$ cat src/rtl/ftt_pkg.sv
`timescale 1ns / 1ps
package ftt_pkg;

    localparam int FLOW_SLOTS = 32;
    localparam int SLOT_W     = $clog2(FLOW_SLOTS);
    localparam logic [7:0] PROTO_TCP = 8'd6;
    localparam logic [7:0] PROTO_UDP = 8'd17;
    localparam logic [31:0] TCP_TIMEOUT_RST = 32'd3600000000;
    localparam logic [31:0] UDP_TIMEOUT_RST = 32'd60000000;
    localparam logic CFG_TCP_TIMEOUT = 1'b0;
    localparam logic CFG_UDP_TIMEOUT = 1'b1;

    typedef struct packed {
        logic        mode;
        logic [7:0]  protocol;
        logic [31:0] source_address;
        logic [15:0] source_port;
        logic [31:0] dest_address;
        logic [15:0] dest_port;
        logic [7:0]  tcp_flags;
        logic [15:0] payload_length;
        logic [31:0] timestamp;
    } t_in_beat;

    typedef struct packed {
        logic        is_udp;
        logic [31:0] flow_src_addr;
        logic [15:0] flow_src_port;
        logic [31:0] flow_dst_addr;
        logic [15:0] flow_dst_port;
        logic [31:0] first_seen;
        logic [31:0] last_seen;
        logic [31:0] fwd_packets;
        logic [31:0] fwd_bytes;
        logic [31:0] rev_packets;
        logic [31:0] rev_bytes;
        logic        last_record;
    } t_out_beat;

    // flow record held by one cell
    typedef struct packed {
        logic        is_udp;
        logic [31:0] sa;
        logic [15:0] sp;
        logic [31:0] da;
        logic [15:0] dp;
        logic [31:0] first;
        logic [31:0] last;
        logic [31:0] fp;
        logic [31:0] fb;
        logic [31:0] rp;
        logic [31:0] rb;
    } t_flow;

    // command broadcast to every cell
    typedef struct packed {
        logic        is_udp;
        logic [31:0] sa;
        logic [15:0] sp;
        logic [31:0] da;
        logic [15:0] dp;
        logic [15:0] len;
        logic [31:0] ts;
    } t_key;

    // per-cell action from the controller
    typedef struct packed {
        logic add_fwd;
        logic add_rev;
        logic kill;
        logic open;
        logic stamp;
    } t_cell_op;

    // status a cell reports back
    typedef struct packed {
        logic valid;
        logic fwd_hit;
        logic rev_hit;
        logic expired;
    } t_cell_st;

    typedef enum logic [1:0] {
        ST_IDLE,
        ST_APPLY,
        ST_SWEEP,
        ST_EMIT
    } t_state;

endpackage

$ cat src/rtl/ftt_cell.sv
`timescale 1ns / 1ps
module ftt_cell (
    input  logic              i_clk,
    input  logic              i_rst_n,
    input  ftt_pkg::t_key     i_key,
    input  ftt_pkg::t_cell_op i_op,
    input  logic [31:0]       i_latest,
    input  logic [31:0]       i_tcp_to,
    input  logic [31:0]       i_udp_to,
    input  logic              i_vacant_in,
    output logic              o_vacant_out,
    output logic              o_first_free,
    output ftt_pkg::t_cell_st o_st,
    output ftt_pkg::t_flow    o_flow
);

    logic           r_valid;
    ftt_pkg::t_flow r_flow;
    logic [31:0]    w_idle;
    logic [31:0]    w_lim;
    logic           w_nz;

    // vacancy chain: first free cell is the one free with no free cell before it
    assign o_first_free = !r_valid && !i_vacant_in;
    assign o_vacant_out = i_vacant_in || !r_valid;

    // match and age checks
    assign w_idle = i_latest - r_flow.last;
    assign w_lim  = r_flow.is_udp ? i_udp_to : i_tcp_to;
    assign w_nz   = i_key.len != 16'd0;
    always_comb begin
        o_st.valid   = r_valid;
        o_st.fwd_hit = r_valid && r_flow.is_udp == i_key.is_udp &&
                       r_flow.sa == i_key.sa && r_flow.sp == i_key.sp &&
                       r_flow.da == i_key.da && r_flow.dp == i_key.dp;
        o_st.rev_hit = r_valid && r_flow.is_udp == i_key.is_udp &&
                       r_flow.sa == i_key.da && r_flow.sp == i_key.dp &&
                       r_flow.da == i_key.sa && r_flow.dp == i_key.sp;
        o_st.expired = r_valid && i_latest >= r_flow.last && w_idle >= w_lim;
    end

    // the stamp is visible on the record when it is emitted
    always_comb begin
        o_flow = r_flow;
        if (i_op.stamp) begin
            o_flow.last = i_key.ts;
        end
    end

    // a flow closed and reopened in the same cycle stays valid
    always_ff @(posedge i_clk) begin
        if (!i_rst_n) begin
            r_valid <= 1'b0;
        end else if (i_op.open) begin
            r_valid <= 1'b1;
        end else if (i_op.kill) begin
            r_valid <= 1'b0;
        end
    end

    always_ff @(posedge i_clk) begin
        if (i_op.open) begin
            r_flow.is_udp <= i_key.is_udp;
            r_flow.sa     <= i_key.sa;
            r_flow.sp     <= i_key.sp;
            r_flow.da     <= i_key.da;
            r_flow.dp     <= i_key.dp;
            r_flow.first  <= i_key.ts;
            r_flow.last   <= i_key.ts;
            r_flow.fb     <= {16'd0, i_key.len};
            r_flow.fp     <= {31'd0, w_nz};
            r_flow.rb     <= 32'd0;
            r_flow.rp     <= 32'd0;
        end else begin
            if (i_op.stamp) begin
                r_flow.last <= i_key.ts;
            end
            if (i_op.add_fwd) begin
                r_flow.fb <= r_flow.fb + {16'd0, i_key.len};
                r_flow.fp <= r_flow.fp + {31'd0, w_nz};
            end
            if (i_op.add_rev) begin
                r_flow.rb <= r_flow.rb + {16'd0, i_key.len};
                r_flow.rp <= r_flow.rp + {31'd0, w_nz};
            end
        end
    end

endmodule

$ cat config.mk
export PLATFORM = sky130hd
export DESIGN_NAME = ftt_cell
export DESIGN_NICKNAME = d
export VERILOG_FILES = /design/src/rtl/ftt_pkg.sv /design/src/rtl/ftt_cell.sv
export SDC_FILE = /design/constraint.sdc
export NUM_CORES = 1
export LEC_CHECK = 0
export ABC_CLOCK_PERIOD_IN_PS = 6470
export BUFFER_PORTS_ARGS = -buffer_cell sky130_fd_sc_hd__clkbuf_2
export CAP_MARGIN = 40
export CORE_AREA = 5 5 206 208
export CTS_CLUSTER_DIAMETER = 50
export DETAILED_ROUTE_END_ITERATION = 10
export DIE_AREA = 0 0 211 213
export PLACE_DENSITY = 0.74
export SLEW_MARGIN = 0
export SYNTH_ARGS = -nofsm -noshare
export SYNTH_HDL_FRONTEND = slang
export SYNTH_SLANG_ARGS = --single-unit
export TNS_END_PERCENT = 50
$ cat constraint.sdc
create_clock -name i_clk -period 6.47 [get_ports i_clk]
set_clock_uncertainty 0.05 [all_clocks]
set_input_delay 0.9705 -clock i_clk [delete_from_list [all_inputs] [get_ports i_clk]]
set_output_delay 0.9705 -clock i_clk [all_outputs]
set_load 0.01 [all_outputs]
==> metrics.md <==
| Metric | Value |
|---|---|
| Crit-path cells | `clkbuf_2 -> inv_1 -> ha_1 -> fa_1 -> nand2b_1 -> a21oi_1 -> buf_4 -> a21oi_1 -> o211ai_1 -> a31oi_1 -> o21ai_0 -> xnor2_1 -> ha_1 -> o21ai_0 -> o21ai_0 -> o211ai_1 -> a31oi_1 -> a311o_1 -> o211a_1 -> clkbuf_2` |
| Syn nets | `2346` |
| Die span in x | `211 µm` |
| Port-buffer cells | `543` |
| First-pass GRT wire length | `90200 µm` |
| Most frequent cells in the layout | `clkbuf_2 (542), xor2_1 (178), edfxtp_1 (146), dfxtp_1 (144), nor2_1 (142)` |
| Setup Total Neg Slack | `0 ns` |
| P_leak | `9.61 nW` |
| CTS tree | `done` |
| Initial antenna violation count | `0` |
| Status | `complete, no violations` |
| Die height | `213 µm` |
| Hold Buf Count CTS | `0` |
| Post-CTS setup buffer count | `0` |
| Cell area after synthesis | `0.0192 mm²` |
| Netlist cell types | `79` |
| Setup Viol. Count Final | `0` |
| CP Capture Type | `output port` |
| Worst slack at placement | `0.765 ns` |
| CP bufs+invs | `4` |
| Drt pass-1 iters | `5` |
| CTS HTree Levels | `2` |
| Largest net degree at the start of global routing | `85` |
| Share of layout cells above drive strength 1 | `29.2%` |
| Worst path slowest cell | `o211ai_1` |
| Synth warn | `0` |
| RSZ-0062 raised after global routing | `false` |
| Cell Rows | `74` |
| Hold Startpoint | `o_flow[95]` |
| Placed Instances | `2775` |
| Cell family with most CP delay | `compound AO/OA/AOI/OAI gates` |
| Maximum VDD drop | `239 µV` |
| Slew @ Worst Pin | `0.826 ns` |
| Vias in the first global route | `15.5k` |
| Root Driver | `clkbuf_16` |
| Area Growth Syn to Fin | `14.1%` |
| I/O pins | `544` |
| Fill cell count | `3690` |
| Routed vias | `15.7k` |
| Drc violations | `0` |
| Post-CTS sizing | `0` |
| Hold Vio Cnt, Final | `0` |
| Mapped Cells | `1994` |
| Fin crit share | `89.7%` |
| Reg2reg start | `o_flow[0]` |
| Inserted Clock Buffers | `40` |
| Area of the core | `0.0404 mm²` |
| WL per Instance | `21.2 µm` |
| Max transition margin | `44.4%` |
| Clk Latency, worst-skew pair | `0.55 ns` |
| Max Freq | `0.172 GHz` |
| Crit Path Category | `in -> out` |
| Power per cell area | `265 mW/mm²` |
| DIE AREA | `0.0449 mm²` |
| Commonest non-fill, non-tap cell in the layout | `clkbuf_2` |
| Grt ovf | `0` |
| Overall power | `5.79 mW` |
| Slew Viols, Final | `0` |
| CTS Buffer Depth | `3` |
| Slack of the critical path | `0.669 ns` |
| Min Tclk post-route | `5.80 ns` |
| GP Congestion | `0.971` |
| Arr. time, crit path | `4.78 ns` |
| Sequential share of the synthesized area | `37.9%` |
| Reg clk slew, reported paths | `0.06 ns` |
| Async set-or-reset flop fraction in the synthesized netlist | `0%` |
| Avg Synthesized Cell Area | `9.60 µm²` |
| Clock sinks | `290` |
| EDFF count, synth | `146` |
| Yosys reg bits | `290` |
| Final Net Count | `2637` |
| Most used cell, CP | `o21ai_0` |
| Slowest stage delay, CP | `0.47 ns` |
| Routed Antenna Nets | `0` |
| Main synth FF type | `edfxtp_1` |
| Routed WL | `60400 µm` |
| GRT Overall Usage | `25.5%` |
| DRT iter0 DRCs | `1338` |
| Non-Filler Instances | `2850` |
| DP Wirelength | `49100 µm` |
| Hold Crit Class | `reg -> reg` |
| Crit path launch | `i_latest[0]` |
| Crit-path max FO | `5` |
| WP data required | `5.45 ns` |
| Initial Utilization | `47.4%` |
| Type of origin of the critical path | `primary input` |
| Total of max-cap violations | `0` |
| Vias per cell | `5.52` |
## metal layers
metal  vias to the layer above  GRT usage (%)  wire, µm
met5                         -              0         0
met4                         0           8.85      2330
met3                       119           5.52      4260
met2                       619           45.8     30400
met1                      7572           30.3     23400
li1                       7410              -         -
## per-stage QoR
step           util (%)  cell area, µm²  hold WS, ns
2_1_floorplan         -           19200        0.408
3_3_place_gp       50.7           20500        0.425
3_5_place_dp       50.8           20500        0.442
4_1_cts            54.1           21900        0.452
5_1_grt            54.1           21900        0.482
6_report           54.1           21900        0.450
## cell type report
cell class	instances	area [µm²]	share of cell area, %
Clock inverter	28	225	1.03
Tap cell	532	666	3.05
Sequential cell	290	7270	33.3
Clock buffer	46	1120	5.12
Multi-Input combinational cell	1335	9520	43.6
Timing Repair Buffer	551	2800	12.8
Inverter	67	251	1.15
Antenna cell	1	2.50	0.0115
## kinds of logic after synthesis
group	Yosys count	share of synthesized area [%]
and+or+nand+nor	513	13.4
muxes	76	4.20
DFF	290	37.9
adders and majority gates	103	6.85
AOI/OAI and AO/OA	340	11.4
xor gates and xnor gates	303	13.9
buffers and inverters	369	12.3
## power by group
group          leakage (nW)  internal [mW]  total [mW]  switching, mW
Combinational          6.36          0.585        1.42          0.835
Clock                 0.638           1.30        2.20          0.895
Sequential             2.62           2.07        2.17          0.108
Total                  9.61           3.95        5.79           1.84
## tightest hold or removal path: cells and delay by family (launching register included)
kind               cells  cell delay [ns]
AOI/OAI and AO/OA      2             0.13
DFF                    1             0.32
## state kept, by name, summed over array words and instances, names as in the netlist
name and flops:
o_flow 257, r_flow 32, r_valid 1
## synthesized netlist by cell type (35+ instances only)
| master | number | area, µm² |
|---|---|---|
| a21oi_1 | 96 | 480 |
| buf_4 | 258 | 1940 |
| clkbuf_1 | 35 | 131 |
| dfxtp_1 | 144 | 2880 |
| edfxtp_1 | 146 | 4380 |
| ha_1 | 100 | 1250 |
| inv_1 | 67 | 251 |
| mux2_2 | 35 | 394 |
| mux2i_1 | 41 | 410 |
| nand2_1 | 119 | 447 |
| nand3_1 | 43 | 215 |
| nand4_1 | 46 | 288 |
| nor2_1 | 142 | 533 |
| nor4_1 | 41 | 257 |
| o21ai_0 | 92 | 460 |
| xnor2_1 | 125 | 1090 |
| xor2_1 | 178 | 1560 |
## worst paths after layout
path / endpoint / slack (ns) / cells after the start
setup / recovery: o_st[0] / 0.67 / 20
hold / removal: o_flow[95] / 0.45 / 2
setup reg to reg: o_flow[18] / 3.54 / 9
hold reg to reg: o_flow[95] / 0.45 / 2
Power figures use the tool's default switching activity.
